--- config.mk ---
export PLATFORM = sky130hd
export DESIGN_NAME = sprite_blit_clip_colorkey_flat
export DESIGN_NICKNAME = d
export VERILOG_FILES = /design/src/rtl/sbc_pkg.sv /design/src/rtl/sbc_ifs.sv /design/src/rtl/sprite_blit_clip_colorkey.sv /design/src/rtl/sbc_cfg_regs.sv /design/src/rtl/sbc_walker.sv /design/src/rtl/sbc_pipe.sv /design/src/flat_wrapper.sv
export VERILOG_INCLUDE_DIRS = /design/src /design/src/rtl
export SDC_FILE = /design/constraint.sdc
export NUM_CORES = 1
export LEC_CHECK = 0
export BUFFER_PORTS_ARGS = -buffer_cell sky130_fd_sc_hd__buf_2
export CORE_UTILIZATION = 55
export CTS_BUF_LIST = sky130_fd_sc_hd__clkbuf_8
export CTS_CLUSTER_DIAMETER = 150
export DETAILED_ROUTE_END_ITERATION = 8
export GPL_TIMING_DRIVEN = 0
export PLACE_DENSITY = 0.76
export SLEW_MARGIN = 5
export SYNTH_ARGS = -nofsm -noshare
export SYNTH_HDL_FRONTEND = slang
export SYNTH_SLANG_ARGS = --single-unit
--- constraint.sdc ---
create_clock -name i_clk -period 5.2 [get_ports i_clk]
set_input_delay 1.04 -clock i_clk [delete_from_list [all_inputs] [get_ports i_clk]]
set_output_delay 1.04 -clock i_clk [all_outputs]
set_load 0.01 [all_outputs]
--- src/rtl/assert_macros.svh ---
// Assertion macros shared by the sprite blitter RTL
`ifndef ASSERT_MACROS_SVH
`define ASSERT_MACROS_SVH

// Property that must hold at every edge out of reset
`define SBC_ASSERT(label, clk, rst_n, prop, msg) \
    label: assert property (@(posedge clk) disable iff (!rst_n) (prop)) \
        else $error(msg);

// Same-cycle implication
`define SBC_ASSERT_SAME(label, clk, rst_n, ante, cons, msg) \
    label: assert property (@(posedge clk) disable iff (!rst_n) (ante) |-> (cons)) \
        else $error(msg);

// Next-cycle implication
`define SBC_ASSERT_NEXT(label, clk, rst_n, ante, cons, msg) \
    label: assert property (@(posedge clk) disable iff (!rst_n) (ante) |=> (cons)) \
        else $error(msg);

`endif

--- src/rtl/sbc_pkg.sv ---
// Shared constants for the sprite blitter
`timescale 1ns / 1ps
`default_nettype none

package sbc_pkg;

    localparam int COLOR_W   = 24;
    localparam int ADDR_W    = 24;
    localparam int DATA_W    = 32;
    localparam int BPP_W     = 3;
    localparam int CFG_IDX_W = 3;

    // Colour bytes carried by one sprite pixel
    localparam int SRC_PIXEL_BYTES = 3;

    // Configuration register indexes
    localparam logic [CFG_IDX_W-1:0] REG_FRAME_WIDTH  = 3'd0;
    localparam logic [CFG_IDX_W-1:0] REG_FRAME_HEIGHT = 3'd1;
    localparam logic [CFG_IDX_W-1:0] REG_PIXEL_BYTES  = 3'd2;
    localparam logic [CFG_IDX_W-1:0] REG_ORIGIN_X     = 3'd3;
    localparam logic [CFG_IDX_W-1:0] REG_ORIGIN_Y     = 3'd4;
    localparam logic [CFG_IDX_W-1:0] REG_SPRITE_W     = 3'd5;
    localparam logic [CFG_IDX_W-1:0] REG_SPRITE_H     = 3'd6;
    localparam logic [CFG_IDX_W-1:0] REG_KEY_ENABLE   = 3'd7;

    // Register values after reset
    localparam int FRAME_WIDTH_RST  = 800;
    localparam int FRAME_HEIGHT_RST = 600;
    localparam logic [BPP_W-1:0] PIXEL_BYTES_RST = 3'd3;
    localparam int SPRITE_SIZE_RST  = 1;

endpackage

`default_nettype wire

--- src/rtl/sbc_ifs.sv ---
// Channel interfaces: sprite pixels in, framebuffer writes out, register writes
`timescale 1ns / 1ps
`default_nettype none

interface sbc_pix_if;
    logic                        valid;
    logic                        ready;
    logic [sbc_pkg::COLOR_W-1:0] pixel_color;

    modport source (output valid, output pixel_color, input ready);
    modport sink   (input valid, input pixel_color, output ready);
endinterface

interface sbc_wr_if;
    logic                       valid;
    logic                       ready;
    logic                       write_enable;
    logic [sbc_pkg::ADDR_W-1:0] byte_address;
    logic [sbc_pkg::DATA_W-1:0] write_data;
    logic                       sprite_done;

    modport source (output valid, output write_enable, output byte_address,
                    output write_data, output sprite_done, input ready);
    modport sink   (input valid, input write_enable, input byte_address,
                    input write_data, input sprite_done, output ready);
endinterface

interface sbc_cfg_if #(parameter int DATA_BITS = 11);
    logic                          valid;
    logic                          ready;
    logic [sbc_pkg::CFG_IDX_W-1:0] index;
    logic [DATA_BITS-1:0]          data;

    modport source (output valid, output index, output data, input ready);
    modport sink   (input valid, input index, input data, output ready);
endinterface

`default_nettype wire

--- src/rtl/sprite_blit_clip_colorkey.sv ---
// Sprite blitter top level: clipping, colour key and framebuffer address generation
//
//  Channel   Dir   Payload                                           Handshake
//  i_pix     in    pixel_color[23:0]                                 valid/ready
//  o_wr      out   write_enable, byte_address[23:0],                 valid/ready
//                  write_data[31:0], sprite_done
//  i_cfg     in    index[2:0], data[COORD_BITS-1:0]                  valid/ready (always ready)
//
// One pixel is taken every cycle while o_wr does not stall; its write passes through the
// input register, multiply-add stage and scale-by-bytes result register before it is offered.
// Reset (synchronous, i_rst_n low) empties the stages, rewinds the counters and
// loads the register defaults. A stall on o_wr holds each stage in turn; empty
// stages keep taking items, so i_pix ready only drops once all three are full.
`timescale 1ns / 1ps
`default_nettype none

module sprite_blit_clip_colorkey #(
    parameter int COORD_BITS = 11
) (
    input  wire                 i_clk,
    input  wire                 i_rst_n,
    sbc_pix_if.sink             i_pix,
    sbc_wr_if.source            o_wr,
    sbc_cfg_if.sink             i_cfg
);

    logic [COORD_BITS-1:0]       frame_width;
    logic [COORD_BITS-1:0]       frame_height;
    logic [sbc_pkg::BPP_W-1:0]   pixel_bytes;
    logic [COORD_BITS-1:0]       origin_x;
    logic [COORD_BITS-1:0]       origin_y;
    logic [COORD_BITS-1:0]       sprite_w;
    logic [COORD_BITS-1:0]       sprite_h;
    logic                        key_enable;
    logic                        s1_valid;
    logic                        s1_ready;
    logic [sbc_pkg::COLOR_W-1:0] s1_color;
    logic [COORD_BITS:0]         s1_x;
    logic [COORD_BITS:0]         s1_y;
    logic                        s1_done;

    sbc_cfg_regs #(.COORD_BITS(COORD_BITS)) u_cfg (
        .i_clk          (i_clk),
        .i_rst_n        (i_rst_n),
        .i_cfg          (i_cfg),
        .o_frame_width  (frame_width),
        .o_frame_height (frame_height),
        .o_pixel_bytes  (pixel_bytes),
        .o_origin_x     (origin_x),
        .o_origin_y     (origin_y),
        .o_sprite_w     (sprite_w),
        .o_sprite_h     (sprite_h),
        .o_key_enable   (key_enable)
    );

    sbc_walker #(.COORD_BITS(COORD_BITS)) u_walker (
        .i_clk      (i_clk),
        .i_rst_n    (i_rst_n),
        .i_pix      (i_pix),
        .i_origin_x (origin_x),
        .i_origin_y (origin_y),
        .i_sprite_w (sprite_w),
        .i_sprite_h (sprite_h),
        .i_s1_ready (s1_ready),
        .o_s1_valid (s1_valid),
        .o_s1_color (s1_color),
        .o_s1_x     (s1_x),
        .o_s1_y     (s1_y),
        .o_s1_done  (s1_done)
    );

    sbc_pipe #(.COORD_BITS(COORD_BITS)) u_pipe (
        .i_clk          (i_clk),
        .i_rst_n        (i_rst_n),
        .i_frame_width  (frame_width),
        .i_frame_height (frame_height),
        .i_pixel_bytes  (pixel_bytes),
        .i_key_enable   (key_enable),
        .i_s1_valid     (s1_valid),
        .i_s1_color     (s1_color),
        .i_s1_x         (s1_x),
        .i_s1_y         (s1_y),
        .i_s1_done      (s1_done),
        .o_s1_ready     (s1_ready),
        .o_wr           (o_wr)
    );

endmodule

`default_nettype wire

--- src/rtl/sbc_cfg_regs.sv ---
// Configuration register file
`timescale 1ns / 1ps
`default_nettype none

module sbc_cfg_regs #(
    parameter int COORD_BITS = 11
) (
    input  wire                           i_clk,
    input  wire                           i_rst_n,
    sbc_cfg_if.sink                       i_cfg,
    output logic [COORD_BITS-1:0]         o_frame_width,
    output logic [COORD_BITS-1:0]         o_frame_height,
    output logic [sbc_pkg::BPP_W-1:0]     o_pixel_bytes,
    output logic [COORD_BITS-1:0]         o_origin_x,
    output logic [COORD_BITS-1:0]         o_origin_y,
    output logic [COORD_BITS-1:0]         o_sprite_w,
    output logic [COORD_BITS-1:0]         o_sprite_h,
    output logic                          o_key_enable
);

    logic [COORD_BITS-1:0]     r_frame_width;
    logic [COORD_BITS-1:0]     r_frame_height;
    logic [sbc_pkg::BPP_W-1:0] r_pixel_bytes;
    logic [COORD_BITS-1:0]     r_origin_x;
    logic [COORD_BITS-1:0]     r_origin_y;
    logic [COORD_BITS-1:0]     r_sprite_w;
    logic [COORD_BITS-1:0]     r_sprite_h;
    logic                      r_key_enable;
    logic                      wr_fire;

    assign i_cfg.ready = 1'b1;
    assign wr_fire     = i_cfg.valid && i_cfg.ready;

    always_ff @(posedge i_clk) begin
        if (!i_rst_n) begin
            r_frame_width  <= COORD_BITS'(sbc_pkg::FRAME_WIDTH_RST);
            r_frame_height <= COORD_BITS'(sbc_pkg::FRAME_HEIGHT_RST);
            r_pixel_bytes  <= sbc_pkg::PIXEL_BYTES_RST;
            r_origin_x     <= '0;
            r_origin_y     <= '0;
            r_sprite_w     <= COORD_BITS'(sbc_pkg::SPRITE_SIZE_RST);
            r_sprite_h     <= COORD_BITS'(sbc_pkg::SPRITE_SIZE_RST);
            r_key_enable   <= 1'b0;
        end else if (wr_fire) begin
            unique case (i_cfg.index)
                sbc_pkg::REG_FRAME_WIDTH:  r_frame_width  <= COORD_BITS'(i_cfg.data);
                sbc_pkg::REG_FRAME_HEIGHT: r_frame_height <= COORD_BITS'(i_cfg.data);
                sbc_pkg::REG_PIXEL_BYTES:  r_pixel_bytes  <= i_cfg.data[sbc_pkg::BPP_W-1:0];
                sbc_pkg::REG_ORIGIN_X:     r_origin_x     <= COORD_BITS'(i_cfg.data);
                sbc_pkg::REG_ORIGIN_Y:     r_origin_y     <= COORD_BITS'(i_cfg.data);
                sbc_pkg::REG_SPRITE_W:     r_sprite_w     <= COORD_BITS'(i_cfg.data);
                sbc_pkg::REG_SPRITE_H:     r_sprite_h     <= COORD_BITS'(i_cfg.data);
                sbc_pkg::REG_KEY_ENABLE:   r_key_enable   <= i_cfg.data[0];
                default: ;
            endcase
        end
    end

    assign o_frame_width  = r_frame_width;
    assign o_frame_height = r_frame_height;
    assign o_pixel_bytes  = r_pixel_bytes;
    assign o_origin_x     = r_origin_x;
    assign o_origin_y     = r_origin_y;
    assign o_sprite_w     = r_sprite_w;
    assign o_sprite_h     = r_sprite_h;
    assign o_key_enable   = r_key_enable;

endmodule

`default_nettype wire

--- src/rtl/sbc_walker.sv ---
// Sprite raster walker: column/row counters and the input register stage
`timescale 1ns / 1ps
`default_nettype none
`include "assert_macros.svh"

module sbc_walker #(
    parameter int COORD_BITS = 11
) (
    input  wire                            i_clk,
    input  wire                            i_rst_n,
    sbc_pix_if.sink                        i_pix,
    input  wire [COORD_BITS-1:0]           i_origin_x,
    input  wire [COORD_BITS-1:0]           i_origin_y,
    input  wire [COORD_BITS-1:0]           i_sprite_w,
    input  wire [COORD_BITS-1:0]           i_sprite_h,
    input  wire                            i_s1_ready,
    output logic                           o_s1_valid,
    output logic [sbc_pkg::COLOR_W-1:0]    o_s1_color,
    output logic [COORD_BITS:0]            o_s1_x,
    output logic [COORD_BITS:0]            o_s1_y,
    output logic                           o_s1_done
);

    logic [COORD_BITS-1:0]       r_col;
    logic [COORD_BITS-1:0]       r_row;
    logic [COORD_BITS-1:0]       n_col;
    logic [COORD_BITS-1:0]       n_row;
    logic                        r_v1;
    logic [sbc_pkg::COLOR_W-1:0] r_color1;
    logic [COORD_BITS:0]         r_x1;
    logic [COORD_BITS:0]         r_y1;
    logic                        r_done1;
    logic [COORD_BITS-1:0]       w_eff;
    logic [COORD_BITS-1:0]       h_eff;
    logic                        last_col;
    logic                        last_row;
    logic                        s_done;
    logic                        in_fire;
    logic [COORD_BITS:0]         x_pos;
    logic [COORD_BITS:0]         y_pos;

    assign i_pix.ready = !r_v1 || i_s1_ready;
    assign in_fire     = i_pix.valid && i_pix.ready;

    // a zero sprite size acts as one
    assign w_eff    = (i_sprite_w == '0) ? COORD_BITS'(1) : i_sprite_w;
    assign h_eff    = (i_sprite_h == '0) ? COORD_BITS'(1) : i_sprite_h;
    assign last_col = r_col >= (w_eff - COORD_BITS'(1));
    assign last_row = r_row >= (h_eff - COORD_BITS'(1));
    assign s_done   = last_col && last_row;

    // one bit wider so the frame position never wraps
    assign x_pos = {1'b0, i_origin_x} + {1'b0, r_col};
    assign y_pos = {1'b0, i_origin_y} + {1'b0, r_row};

    always_comb begin
        n_col = r_col + COORD_BITS'(1);
        n_row = r_row;
        if (s_done) begin
            n_col = '0;
            n_row = '0;
        end else if (last_col) begin
            n_col = '0;
            n_row = r_row + COORD_BITS'(1);
        end
    end

    always_ff @(posedge i_clk) begin
        if (!i_rst_n) begin
            r_v1  <= 1'b0;
            r_col <= '0;
            r_row <= '0;
        end else begin
            if (i_pix.ready) begin
                r_v1 <= in_fire;
            end
            if (in_fire) begin
                r_col <= n_col;
                r_row <= n_row;
            end
        end
    end

    always_ff @(posedge i_clk) begin
        if (in_fire) begin
            r_color1 <= i_pix.pixel_color;
            r_x1     <= x_pos;
            r_y1     <= y_pos;
            r_done1  <= s_done;
        end
    end

    assign o_s1_valid = r_v1;
    assign o_s1_color = r_color1;
    assign o_s1_x     = r_x1;
    assign o_s1_y     = r_y1;
    assign o_s1_done  = r_done1;

    `SBC_ASSERT_NEXT(a_done_rewinds, i_clk, i_rst_n, in_fire && s_done,
        (r_col == '0) && (r_row == '0), "counters did not rewind after the last pixel")
    `SBC_ASSERT_NEXT(a_row_holds, i_clk, i_rst_n, in_fire && !last_col,
        $stable(r_row), "row advanced in the middle of a row")
    `SBC_ASSERT_NEXT(a_stage_holds, i_clk, i_rst_n, r_v1 && !i_s1_ready,
        r_v1 && $stable(r_x1) && $stable(r_y1), "input stage dropped a stalled item")

endmodule

`default_nettype wire

--- src/rtl/sbc_pipe.sv ---
// Address multiply, clip/key decision and the result register
`timescale 1ns / 1ps
`default_nettype none
`include "assert_macros.svh"

module sbc_pipe #(
    parameter int COORD_BITS = 11
) (
    input  wire                            i_clk,
    input  wire                            i_rst_n,
    input  wire [COORD_BITS-1:0]           i_frame_width,
    input  wire [COORD_BITS-1:0]           i_frame_height,
    input  wire [sbc_pkg::BPP_W-1:0]       i_pixel_bytes,
    input  wire                            i_key_enable,
    input  wire                            i_s1_valid,
    input  wire [sbc_pkg::COLOR_W-1:0]     i_s1_color,
    input  wire [COORD_BITS:0]             i_s1_x,
    input  wire [COORD_BITS:0]             i_s1_y,
    input  wire                            i_s1_done,
    output logic                           o_s1_ready,
    sbc_wr_if.source                       o_wr
);

    localparam int AW = sbc_pkg::ADDR_W;

    logic                        r_v2;
    logic [AW-1:0]               r_prod2;
    logic [sbc_pkg::BPP_W-1:0]   r_bpp2;
    logic                        r_we2;
    logic [sbc_pkg::DATA_W-1:0]  r_data2;
    logic                        r_done2;
    logic                        r_v3;
    logic [AW-1:0]               r_addr3;
    logic                        r_we3;
    logic [sbc_pkg::DATA_W-1:0]  r_data3;
    logic                        r_done3;
    logic                        adv2;
    logic                        adv3;
    logic                        visible;
    logic                        keyed;
    logic [sbc_pkg::BPP_W-1:0]   bpp;
    logic [sbc_pkg::DATA_W-1:0]  data;
    logic [AW-1:0]               fw_ext;
    logic [AW-1:0]               prod;

    assign adv3       = !r_v3 || o_wr.ready;
    assign adv2       = !r_v2 || adv3;
    assign o_s1_ready = adv2;

    assign visible = (i_s1_x < {1'b0, i_frame_width}) && (i_s1_y < {1'b0, i_frame_height});
    assign keyed   = i_key_enable && (i_s1_color == '0);

    // clamp bytes per pixel to 1..4
    always_comb begin
        if (i_pixel_bytes == '0) begin
            bpp = sbc_pkg::BPP_W'(1);
        end else if (i_pixel_bytes > sbc_pkg::BPP_W'(4)) begin
            bpp = sbc_pkg::BPP_W'(4);
        end else begin
            bpp = i_pixel_bytes;
        end
    end

    // keep the low bpp bytes of the colour
    always_comb begin
        case (bpp)
            sbc_pkg::BPP_W'(1): data = sbc_pkg::DATA_W'(i_s1_color[7:0]);
            sbc_pkg::BPP_W'(2): data = sbc_pkg::DATA_W'(i_s1_color[15:0]);
            default:            data = sbc_pkg::DATA_W'(i_s1_color);
        endcase
    end

    // pixel index in the frame, wrapped to the address width
    assign fw_ext = AW'(i_frame_width);
    assign prod   = fw_ext * AW'(i_s1_y) + AW'(i_s1_x);

    always_ff @(posedge i_clk) begin
        if (!i_rst_n) begin
            r_v2 <= 1'b0;
            r_v3 <= 1'b0;
        end else begin
            if (adv2) begin
                r_v2 <= i_s1_valid;
            end
            if (adv3) begin
                r_v3 <= r_v2;
            end
        end
    end

    always_ff @(posedge i_clk) begin
        if (adv2 && i_s1_valid) begin
            r_prod2 <= prod;
            r_bpp2  <= bpp;
            r_we2   <= visible && !keyed;
            r_data2 <= data;
            r_done2 <= i_s1_done;
        end
        if (adv3 && r_v2) begin
            r_addr3 <= r_prod2 * AW'(r_bpp2);
            r_we3   <= r_we2;
            r_data3 <= r_data2;
            r_done3 <= r_done2;
        end
    end

    assign o_wr.valid        = r_v3;
    assign o_wr.write_enable = r_we3;
    assign o_wr.byte_address = r_addr3;
    assign o_wr.write_data   = r_data3;
    assign o_wr.sprite_done  = r_done3;

    `SBC_ASSERT_SAME(a_bpp_range, i_clk, i_rst_n, r_v2,
        (r_bpp2 != '0) && (r_bpp2 <= sbc_pkg::BPP_W'(4)), "bytes per pixel out of range")
    `SBC_ASSERT_SAME(a_out_from_mid, i_clk, i_rst_n, $rose(r_v3),
        $past(r_v2), "result appeared with no item in the middle stage")
    `SBC_ASSERT_NEXT(a_mid_holds, i_clk, i_rst_n, r_v2 && !adv3,
        r_v2 && $stable(r_prod2), "middle stage lost a stalled item")

endmodule

`default_nettype wire

--- src/flat_wrapper.sv ---
// flat-port wrapper written by rule: the top's interface ports become plain ports
module sprite_blit_clip_colorkey_flat 
#(
    parameter int COORD_BITS = 11
)
  (i_clk, i_rst_n, i_pix_valid, i_pix_pixel_color, i_pix_ready, o_wr_valid, o_wr_write_enable, o_wr_byte_address, o_wr_write_data, o_wr_sprite_done, o_wr_ready, i_cfg_valid, i_cfg_index, i_cfg_data, i_cfg_ready);
  sbc_pix_if i_pix_i ();
  sbc_wr_if o_wr_i ();
  sbc_cfg_if #(.DATA_BITS(11)) i_cfg_i ();
  input  wire i_clk;
  input  wire i_rst_n;
  input wire logic [$bits(i_pix_i.valid)-1:0] i_pix_valid;
  input wire logic [$bits(i_pix_i.pixel_color)-1:0] i_pix_pixel_color;
  output wire logic [$bits(i_pix_i.ready)-1:0] i_pix_ready;
  output wire logic [$bits(o_wr_i.valid)-1:0] o_wr_valid;
  output wire logic [$bits(o_wr_i.write_enable)-1:0] o_wr_write_enable;
  output wire logic [$bits(o_wr_i.byte_address)-1:0] o_wr_byte_address;
  output wire logic [$bits(o_wr_i.write_data)-1:0] o_wr_write_data;
  output wire logic [$bits(o_wr_i.sprite_done)-1:0] o_wr_sprite_done;
  input wire logic [$bits(o_wr_i.ready)-1:0] o_wr_ready;
  input wire logic [$bits(i_cfg_i.valid)-1:0] i_cfg_valid;
  input wire logic [$bits(i_cfg_i.index)-1:0] i_cfg_index;
  input wire logic [$bits(i_cfg_i.data)-1:0] i_cfg_data;
  output wire logic [$bits(i_cfg_i.ready)-1:0] i_cfg_ready;
  assign i_pix_i.valid = i_pix_valid;
  assign i_pix_i.pixel_color = i_pix_pixel_color;
  assign i_pix_ready = i_pix_i.ready;
  assign o_wr_valid = o_wr_i.valid;
  assign o_wr_write_enable = o_wr_i.write_enable;
  assign o_wr_byte_address = o_wr_i.byte_address;
  assign o_wr_write_data = o_wr_i.write_data;
  assign o_wr_sprite_done = o_wr_i.sprite_done;
  assign o_wr_i.ready = o_wr_ready;
  assign i_cfg_i.valid = i_cfg_valid;
  assign i_cfg_i.index = i_cfg_index;
  assign i_cfg_i.data = i_cfg_data;
  assign i_cfg_ready = i_cfg_i.ready;
  sprite_blit_clip_colorkey #(.COORD_BITS(COORD_BITS)) u_core (.i_clk(i_clk), .i_rst_n(i_rst_n), .i_pix(i_pix_i), .o_wr(o_wr_i), .i_cfg(i_cfg_i));
endmodule
# After elaboration in Yosys (flattened, before gate mapping)
# Index checks and enable logic that the tools add are counted.
dict set report word_totals {
  regBits 263
  input_bits 43
  out_inout_bits 61
  word_cells 87
}
dict set report op_classes {
  addsub 7
  n_mul 2
  magnitude_cmp 5
  n_eq_ne 9
  muxes 9
  n_reduce_logical 29
}
# cell count
set ops {}
lappend ops {{$mux W11} 6}
lappend ops {{$pmux W24 S2} 1}
lappend ops {{$add A11 B11 Y12} 2}
lappend ops {{$add A23 B12 Y24} 1}
lappend ops {{$logic_not A24 Y1} 1}
lappend ops {{$lt A12 B11 Y1} 2}
lappend ops {{$mul A24 B3 Y24} 1}
lappend ops {{$mul A11 B12 Y23} 1}
lappend ops {{$add A11 B1 Y11 const B} 2}
lappend ops {{$ge A11 B11 Y1} 2}
lappend ops {{$logic_not A11 Y1} 2}
lappend ops {{$sub A11 B1 Y11 const B} 2}
lappend ops {{$reduce_and A2 Y1} 9}
lappend ops {{$eq A3 B3 Y1 const B} 4}
lappend ops {{$eq A3 B2 Y1 const B} 3}
lappend ops {{$logic_and A1 B1 Y1} 7}
lappend ops {{$eq A3 B1 Y1 const B} 2}
lappend ops {{$logic_not A3 Y1} 2}
lappend ops {{$mux W3} 2}
lappend ops {{$logic_not A1 Y1} 4}
lappend ops {{$gt A3 B3 Y1 const B} 1}
lappend ops {{$logic_or A1 B1 Y1} 3}
lappend ops {{$reduce_bool A2 Y1} 1}

# Logic depth before layout (Yosys ltp)
# Gate-level depths: netlist (run 1).
dict set report logic_depth {
  word_depth 7
  mapped_depth 20
  depth_no_buf 19
}

# By module
# From an unflattened synthesis (run 1), not the netlist that was laid out.
dict set report hier_totals {
  hier_cells 1789
  hier_area_um2 18053.6
}
# module instances cells_per_inst area_per_inst_um2 seq_area_each_um2
set by_module_without_submodules {}
lappend by_module_without_submodules {sbc_pipe 1 1107 10910.5 3133.0}
lappend by_module_without_submodules {sbc_walker 1 423 4443.0 1931.9}
lappend by_module_without_submodules {sbc_cfg_regs 1 259 2700.1 1401.3}

# Least setup slack after synthesis (run 1)
# No wires, ideal clock.
dict set report synth_timing {
  path_kind {input-to-reg}
  from {in o_wr_ready}
  to {reg u_core.u_pipe.r_bpp2[0] (netlist name), enable pin}
  setup_ns 0.545
  arrival_ns 4.988
  setup_slack_ns -0.333
  stages 2
  cell_sequence {nor2b_1 > a21boi_0}
}
dict set report synth_via {
  elab_chain_len 3
}
# element line
set synth_rtl {}
lappend synth_rtl {{start: declaration} flat_wrapper.sv:20} ;# input wire logic [$bits(o_wr_i.ready)-1:0] o_wr_ready;
lappend synth_rtl {{$logic_or A1 B1 Y1} sbc_pipe.sv:46} ;# assign adv3 = !r_v3 || o_wr.ready;
lappend synth_rtl {{$logic_or A1 B1 Y1} sbc_pipe.sv:47} ;# assign adv2 = !r_v2 || adv3;
lappend synth_rtl {{$logic_and A1 B1 Y1} sbc_pipe.sv:92} ;# if (adv2 && i_s1_valid) begin
lappend synth_rtl {{end signal: assignment} sbc_pipe.sv:94} ;# r_bpp2 <= bpp;
lappend synth_rtl {{end: declaration} sbc_pipe.sv:28} ;# logic [sbc_pkg::BPP_W-1:0] r_bpp2;
# No other way between the ends.
# A chain may end at the register's enable or synchronous reset.

# Worst setup path after layout (run 1)
dict set report layout_timing {
  from {reg u_core.u_walker.r_y1[5], in the netlist u_core.u_walker.o_s1_y[5]}
  to {reg u_core.u_pipe.r_prod2[22] (data pin)}
}
dict set report layout_via {
  elab_chain_len 2
}
# element line
set layout_rtl {}
lappend layout_rtl {{start: declaration} sbc_walker.sv:31} ;# logic [COORD_BITS:0] r_y1;
lappend layout_rtl {{start signal: assignment} sbc_walker.sv:88} ;# r_y1 <= y_pos;
lappend layout_rtl {{$mul A11 B12 Y23} sbc_pipe.sv:75} ;# assign prod = fw_ext * AW'(i_s1_y) + AW'(i_s1_x);
lappend layout_rtl {{$add A23 B12 Y24} sbc_pipe.sv:75}
lappend layout_rtl {{named net u_core.u_pipe.prod[22]} sbc_pipe.sv:44} ;# logic [AW-1:0] prod;
lappend layout_rtl {{end signal: assignment} sbc_pipe.sv:93} ;# r_prod2 <= prod;
lappend layout_rtl {{end: declaration} sbc_pipe.sv:27} ;# logic [AW-1:0] r_prod2;
# The timed path passes the listed nets, and every way through them passes these cells.

==> results.ini, run 1 <==
[yosys]
ys_ff_latch=247
yosys_warnings=0
synth_flop_cell=edfxtp_1
synthCells=1783
seq_area_frac_synth_pct=37.0
netlist_area_um2=17500
syn_area_per_cell_um2=9.81
ys_async_sr_fraction_pct=0
synth_cell_type_count=67
synth_edf_count=152

[cts]
cts_hold_repair.buffers=0
clkLatencyLatePin_ns=0.56
path_clk_slew_ns=0.06
htree_levels=2
cts_tree=done
cts_root_buf=clkbuf_8
cts_buffer_depth=3
cts_buffers=40
cts_sinks=247

[grt]
grt_pass1_vias=13000
antenna_found_initial=0
grt-ovfl-total=0
grt_pass1_wl_mm=61.5
grtUsageTotal_pct=23.2
grt_max_degree=59

[die]
die_w_um=180
core_area_um2=30900
ios=104
row_count=64
start_util_pct=56.6
dieArea_um2=32500
dieHeight_um=180

[sta]
fin_tns_setup_ns=0
relSlewSlack_pct=14.5
finClkSkew_ns=0.0332
period_share_pct=97.1
setup_violations=0
worst_hold_slack_ns=0.414
worst_slew_pin_slew_ns=1.28
maxSlewViolCount=0
fin_crit_ns=5.05
hold_viol=0
fmax_ghz=0.198
grt_setup_unrepaired=true

[power_and_ir_drop]
peakVddDrop_uv=342
power_density_nw_per_um2=296
leakagePower_nw=8.73

[cells_and_area]
n_antenna_cell=0
drive_gt1_share_pct=12.0
num-nets-final=2264
final_cells=2364
nFillCells=2482
final_util_pct=63.8
area_delta_synth_final_pct=12.7

[drt]
avgRoutedWirePerCell_um=15.9
first_pass_iters=8
post-route-drc-count=0
via_per_inst=5.49
finalWirelength_mm=37.6
vias=13000
detail-route-antenna-nets=0
first_iter_violations=826

[setup_path]
crit_type=flip-flop to flip-flop
required_ns=5.47
worstSetupEndpointType=flip-flop
cp_slowest_stage_delay_ns=0.54
cp_common_cell=fa_1
cp_max_fo=4
start_kind=flip-flop
critPathLaunch=u_core.u_walker.o_s1_y[5]
slowest_stage=fa_1
worstPathArrival_ns=5.32
crit_chain=and2_4 -> fa_1 -> inv_1 -> fa_1 -> inv_2 -> fa_1 -> fa_1 -> inv_1 -> fa_1 -> inv_1 -> ha_4 -> a21o_1 -> a21oi_2 -> o21ba_2 -> o31a_1 -> o21ai_2 -> a311o_1 -> xnor2_1
regToRegStartpoint=u_core.u_walker.o_s1_y[5]

[place]
post-place-cells=2279
dp_hpwl_mm=29.0
portBuffers=91
gp_congestion=0.931

[outcome]
status=complete, no violations

[job]
cap_violations=0

[min_path]
min_from=u_core.u_pipe.r_data2[7]
hp-class=flip-flop to flip-flop

[worst max-delay path: cells and delay by family, from the launching register on]
| kind | cells | cell delay [ns] |
|---|---|---|
| adder cells (fa/ha/maj) | 6 | 2.70 |
| flip-flops | 1 | 0.46 |
| XOR/XNOR | 1 | 0.13 |
| AO/OA/AOI/OAI | 6 | 1.08 |
| buffers and inverters | 4 | 0.22 |
| AND/OR/NAND/NOR | 1 | 0.20 |
[cell usage in the layout (no fill, tap or decap), types with 32 or more instances in the layout]
cell type,count
nand2_1,302
inv_1,236
edfxtp_1,152
ha_1,147
fa_1,126
buf_2,95
dfxtp_1,90
nor2_1,68
a21boi_0,62
and2_1,60
a21oi_1,58
xnor2_1,49
clkbuf_8,46
nor2b_1,44
o21ai_0,34
buf_4,33
clkbuf_1,32
[per-stage QoR]
step                      setup WS, ns  total power [mW]  cell area (um^2)
after floorplan                  0.140              3.68             17500
after global placement          -0.378              4.02             18500
after detailed placement        -0.499              4.08             18500
after CTS                      0.00571              5.78             19500
after global routing           -0.0275              6.19             19700
final                            0.148              5.83             19700
[registers in the layout, indices dropped and copies added (netlist names), 3 cells and up]
name	flops
u_core.u_cfg.o_frame_width	11
u_core.u_cfg.o_sprite_w	11
u_core.u_walker.o_s1_y	12
u_core.u_pipe.r_data2	24
u_core.u_walker.o_s1_x	12
u_core.u_cfg.o_origin_y	11
u_core.u_cfg.o_sprite_h	11
u_core.u_cfg.o_frame_height	11
u_core.u_pipe.o_wr.byte_address	24
u_core.u_cfg.o_origin_x	11
u_core.u_pipe.r_prod2	24
u_core.u_walker.r_col	11
u_core.u_pipe.r_bpp2	3
u_core.u_pipe.o_wr.write_data	24
u_core.u_cfg.o_pixel_bytes	3
u_core.u_walker.o_s1_color	24
u_core.u_walker.r_row	11
[final timing paths]
kind,endpoint,slack [ns],cells after the start
worst max register to register,u_core.u_pipe.r_prod2[22],0.15,18
worst min-delay path,u_core.u_pipe.o_wr.write_data[7],0.41,0
worst max-delay path,u_core.u_pipe.r_prod2[22],0.15,18
worst min register to register,u_core.u_pipe.o_wr.write_data[7],0.41,0
[power breakdown]
part | internal, mW | switching (mW)
clock | 0.914 | 0.760
combinational | 0.786 | 1.01
sequential | 2.29 | 0.0734
[timing repair]
item | in CTS | in global routing
setup buffers | 6 | 13
pin swaps | 1 | 12
gates cloned | 0 | 1
resized for setup | 46 | 48
endpoints found under the setup margin | 12 | 6
[final cells by class]
cell class              instances  area [um^2]  area share (%)
plain buffers                  64          402            2.04
clock buffers                  43          592            3.00
clock inverters                26          195           0.991
inverters                     231          867            4.40
multi-input cells            1244        10000            50.9
flip-flops and latches        247         6470            32.8
well taps                     396          495            2.51
repair buffers                113          646            3.28
[kinds of logic after synthesis]
kind of cell | count (synthesis) | share of synthesized area [%]
AOI/OAI and AO/OA | 269 | 10.6
other | 2 | 0.0429
DFF | 247 | 37.0
adders and majority gates | 280 | 25.4
buffers and inverters | 299 | 6.64
muxes | 8 | 0.465
and+or+nand+nor | 605 | 16.2
xor gates and xnor gates | 73 | 3.66
[metal layers]
| metal | wire (um) | GRT usage (%) | vias up |
|---|---|---|---|
| met5 | 0 | 0 | - |
| met4 | 1410 | 9.71 | 0 |
| met3 | 1850 | 3.19 | 109 |
| met2 | 19100 | 42.1 | 372 |
| met1 | 15200 | 27.4 | 6258 |
| li1 | - | - | 6229 |
[cells in the mapped netlist (4+ instances only)]
master / n / area [um^2]
mux2i_1: 7 / 70.1
a2111oi_0: 4 / 35.0
and3_1: 22 / 138
o31a_1: 5 / 43.8
buf_2: 4 / 20.0
or2_2: 4 / 25.0
o21a_1: 17 / 128
buf_4: 9 / 67.6
nand4_1: 10 / 62.6
nand2b_1: 10 / 62.6
inv_1: 231 / 867
o211ai_1: 12 / 90.1
xnor2_1: 49 / 429
o21ai_0: 34 / 170
edfxtp_1: 152 / 4560
nand3_1: 23 / 115
a21boi_0: 63 / 473
ha_1: 154 / 1930
o21bai_1: 4 / 30.0
and4_1: 4 / 35.0
fa_1: 126 / 2520
nand2_1: 302 / 1130
nor4_1: 14 / 87.6
a21o_1: 23 / 173
xor2_1: 24 / 210
and2_1: 62 / 388
a22o_1: 10 / 87.6
dfxtp_1: 95 / 1900
nor2b_1: 45 / 282
a31oi_1: 5 / 31.3
nor2_1: 68 / 255
a211oi_1: 6 / 45.0
a21oi_1: 61 / 305
or3_1: 5 / 31.3
nor3_1: 26 / 130
clkbuf_1: 55 / 206
No activity file was read; power rests on OpenSTA's default activity.
==> run 2: changes to the inputs <==
GPL_TIMING_DRIVEN = unset   (was 0)
==> results.ini, run 2 (synthesis gave the netlist of run 1 again) <==
[setup_path]
worstPathArrival_ns=5.43
crit_family=adder cells
cp_slowest_stage_delay_ns=0.60
crit_chain=buf_4 -> and2_1 -> fa_1 -> fa_1 -> fa_1 -> fa_1 -> inv_1 -> fa_1 -> inv_1 -> ha_1 -> nand4_1 -> or2_2 -> a21oi_2 -> o21ai_4 -> o311ai_0
required_ns=5.53
cp_common_cell=fa_1
cp_max_fo=6
worstSetupEndpointType=flip-flop
crit_type=flip-flop to flip-flop
critPathBufInv=3
slowest_stage=fa_1
start_kind=flip-flop

[cells_and_area]
drive_gt1_share_pct=12.4
final_common_cell=nand2_1
layout_common_cells=nand2_1, inv_1, ha_1, edfxtp_1, fa_1
final_util_pct=63.2
final_cells=2338
area_delta_synth_final_pct=11.7
n_antenna_cell=0
num-nets-final=2231
design_area_um2=19500

[cts]
cts_tree=done
cts_sinks=247
cts_buffer_depth=3
path_clk_slew_ns=0.06
cts_hold_repair.buffers=0
cts_root_buf=clkbuf_8
htree_levels=2
cts_buffers=42
clkLatencyLatePin_ns=0.56

[grt]
antenna_found_initial=1
grt_pass1_vias=12500
grt_pass1_wl_mm=59.9
grtUsageTotal_pct=22.6
grt-ovfl-total=0
grt_max_degree=76

[min_path]
hp-class=flip-flop to flip-flop

[power_and_ir_drop]
peakVddDrop_uv=163
leakagePower_nw=8.73
power_mw=5.87
power_density_nw_per_um2=301

[drt]
first_iter_violations=677
post-route-drc-count=0
avgRoutedWirePerCell_um=15.6
detail-route-antenna-nets=0
finalWirelength_mm=36.4
via_per_inst=5.36
vias=12500
first_pass_iters=5

[die]
dieArea_um2=32500
ios=104
dieHeight_um=180
row_count=64
start_util_pct=56.6
core_area_um2=30900
die_w_um=180

[sta]
setup_violations=0
fin_ws_ns=0.0993
fmax_ghz=0.196
grt_setup_unrepaired=true
hold_viol=0
fin_crit_ns=5.10
maxSlewViolCount=0
finClkSkew_ns=0.0292
worst_slew_pin_slew_ns=1.10
period_share_pct=98.1
relSlewSlack_pct=26.3
worst_hold_slack_ns=0.410
fin_tns_setup_ns=0

[place]
portBuffers=94
dp_hpwl_mm=28.0
dp_slack_ns=0.0287
placed_cell_area_um2=18400
post-place-cells=2242
gp_congestion=0.895

[outcome]
status=complete, no violations

[job]
cap_violations=0

==> run 2: changes by cell type in the layout (fill, tap and decap cells not counted), sizes merged <==
cell / delta
buf: +3
bufinv: -2
clkbuf: -28
clkinv: -3
inv: +4
==> run 2: worst register-to-register path, cell delays in order (launching register included) <==
cell      delay, ns
edfxtp_1       0.48
buf_4          0.18
and2_1         0.16
fa_1           0.46
fa_1           0.60
fa_1           0.45
fa_1           0.49
inv_1          0.05
fa_1           0.47
inv_1          0.04
ha_1           0.37
nand4_1        0.19
or2_2          0.34
a21oi_2        0.18
o21ai_4        0.09
o311ai_0       0.36
==> run 2: timing repair <==
item | in CTS | in global routing
setup buffers | 0 | 18
setup endpoints to repair | 0 | 8
gates resized for setup | 0 | 24
==> run 2: per-layer routing <==
layer / GRT usage [%] / part of all wire, %
met4: 6.87 / 2.4
met1: 28.2 / 43
met3: 3.31 / 4.3
met2: 40.4 / 50
met5: 0 / 0.036
==> run 2: final timing paths <==
path | cells after the start | startpoint | slack, ns | endpoint
worst max-delay path | 15 | u_core.u_walker.o_s1_y[5] | 0.1 | u_core.u_pipe.r_prod2[23]
worst min-delay path | 0 | u_core.u_pipe.r_we2 | 0.41 | u_core.u_pipe.o_wr.write_enable
worst max register to register | 15 | u_core.u_walker.o_s1_y[5] | 0.1 | u_core.u_pipe.r_prod2[23]
worst min register to register | 0 | u_core.u_pipe.r_we2 | 0.41 | u_core.u_pipe.o_wr.write_enable
==> run 2: final cells by class <==
cell class,count,area (um^2)
Inverter,231,867
Multi-Input combinational cell,1244,9980
Sequential cell,247,6480
Clock inverter,25,138
Timing Repair Buffer,142,832
Fill cell,2481,11400
Clock buffer,53,729
Tap cell,396,495
==> run 2: where the power goes <==
part	leakage, nW	internal [mW]	switching [mW]
Clock	0.482	0.972	0.790
Sequential	2.22	2.29	0.0783
Combinational	6.03	0.756	0.984
==> run 3: changes to the inputs <==
==> constraint.sdc (replaced) <==
create_clock -name i_clk -period 5.2 [get_ports i_clk]
set_input_delay 1.3 -clock i_clk [delete_from_list [all_inputs] [get_ports i_clk]]
set_output_delay 1.3 -clock i_clk [all_outputs]
set_load 0.01 [all_outputs]
==> results.ini, run 3 (synthesis gave the netlist of run 1 again) <==
[outcome]
status=complete, no violations

[setup_path]
r2r_setup_slack_ns=0.12
start_kind=flip-flop
required_ns=5.51
worst-r2r-cell-count=17
regToRegStartpoint=u_core.u_walker.o_s1_y[5]
crit_type=flip-flop to flip-flop
worstSetupEndpointType=flip-flop
r2r-end=u_core.u_pipe.r_prod2[22]
cp_max_fo=5
worstPathArrival_ns=5.38

[power_and_ir_drop]
power_density_nw_per_um2=299
leakagePower_nw=8.70
peakVddDrop_uv=224
power_mw=5.82

[die]
row_count=64
core_area_um2=30900
die_w_um=180
start_util_pct=56.6
dieHeight_um=180
dieArea_um2=32500
ios=104

[min_path]
hp-class=flip-flop to flip-flop
min_from=u_core.u_pipe.r_we2
holdPathStages=0
min_to=u_core.u_pipe.o_wr.write_enable

[cts]
cts_hold_repair.buffers=0
cts_sinks=247
htree_levels=2
cts_tree=done
path_clk_slew_ns=0.06
cts_root_buf=clkbuf_8
clkLatencyLatePin_ns=0.56
cts_buffer_depth=3
cts_buffers=43

[place]
dp_hpwl_mm=28.0
gp_congestion=0.892
portBuffers=94

[drt]
via_per_inst=5.41
first_iter_violations=824
first_pass_iters=5
detail-route-antenna-nets=0
finalWirelength_mm=36.7
post-route-drc-count=0
avgRoutedWirePerCell_um=15.7
vias=12700

[sta]
grt_setup_unrepaired=true
setup_violations=0
worst_slew_pin_slew_ns=1.08
maxSlewViolCount=0
period_share_pct=97.6
finClkSkew_ns=0.0200
hold_viol=0
relSlewSlack_pct=27.2
worst_hold_slack_ns=0.410
fin_crit_ns=5.08
fmax_ghz=0.197

[grt]
grt_pass1_vias=12500
antenna_found_initial=1
grt_pass1_wl_mm=59.4
grt-ovfl-total=0
grtUsageTotal_pct=22.3
grt_max_degree=64

[cells_and_area]
layout_common_cells=nand2_1, inv_1, edfxtp_1
drive_gt1_share_pct=12.4
num-nets-final=2231
area_delta_synth_final_pct=11.4
final_util_pct=63.0
nFillCells=2471
final_common_cell=nand2_1

[job]
cap_violations=0

[run 3: worst max-delay path by stage]
stage | start | to | slack (ns) | depth (start not counted)
final | u_core.u_walker.o_s1_y[5] | u_core.u_pipe.r_prod2[22] | 0.12 | 17
after global routing | u_core.u_walker.o_s1_y[5] | u_core.u_pipe.r_prod2[20] | -0.03 | 16
after detailed placement | u_core.u_walker.o_s1_y[5] | u_core.u_pipe.r_prod2[21] | 0.007 | 18
after floorplan | u_core.u_walker.o_s1_y[9] | u_core.u_pipe.r_prod2[22] | 0.14 | 18
after global placement | u_core.u_cfg.o_frame_width[5] | u_core.u_pipe.r_prod2[22] | 0.13 | 18
after CTS | u_core.u_walker.o_s1_y[5] | u_core.u_pipe.r_prod2[23] | 0.004 | 17
[run 3: layer usage]
layer	routed length (um)	GRT usage [%]
met5	0	0
met4	821	7.11
met1	15700	27.9
met3	1680	3.48
met2	18500	39.4
[run 3: critical path: stages, from the launching register on]
cell	delay (ns)
edfxtp_1	0.44
buf_6	0.16
and2_1	0.16
fa_1	0.48
fa_1	0.56
fa_2	0.47
fa_1	0.51
inv_1	0.05
fa_1	0.51
inv_2	0.05
ha_4	0.23
a21o_1	0.17
a21oi_2	0.18
o21ba_2	0.17
o31a_1	0.18
o21ai_4	0.08
a311o_1	0.32
xnor2_1	0.13
[run 3: what timing repair did]
action | CTS | global route
resized for setup | 1 | 29
pin swaps | 0 | 12
buffers inserted | 0 | 18
setup endpoints to repair | 1 | 8
[run 3: through the flow]
stage,instance area [um^2],std cells,setup WS [ns],setup TNS [ns]
after CTS,19200,2320,0.00376,0
after global routing,19500,2337,-0.0319,-0.0872
final,19500,2338,0.124,0
after detailed placement,18400,2242,0.00739,0
after floorplan,17500,1790,0.140,0
after global placement,18400,2242,0.126,0
[run 3: layout make-up]
class                   count  area (um^2)  share of cell area (%)
multi-input cells        1244        10000                    51.3
flip-flops and latches    247         6480                    33.2
inverters                 231          867                    4.45
repair buffers            141          833                    4.28
clock buffers              45          619                    3.18
well taps                 396          495                    2.54
clock inverters            33          185                   0.950
diodes                      1         2.50                  0.0128
[run 3: power by group]
group          internal, mW  switching (mW)  total (mW)
Combinational         0.782            1.01        1.79
Sequential             2.29          0.0780        2.37
Clock                 0.864           0.800        1.66
Total                  3.94            1.89        5.82
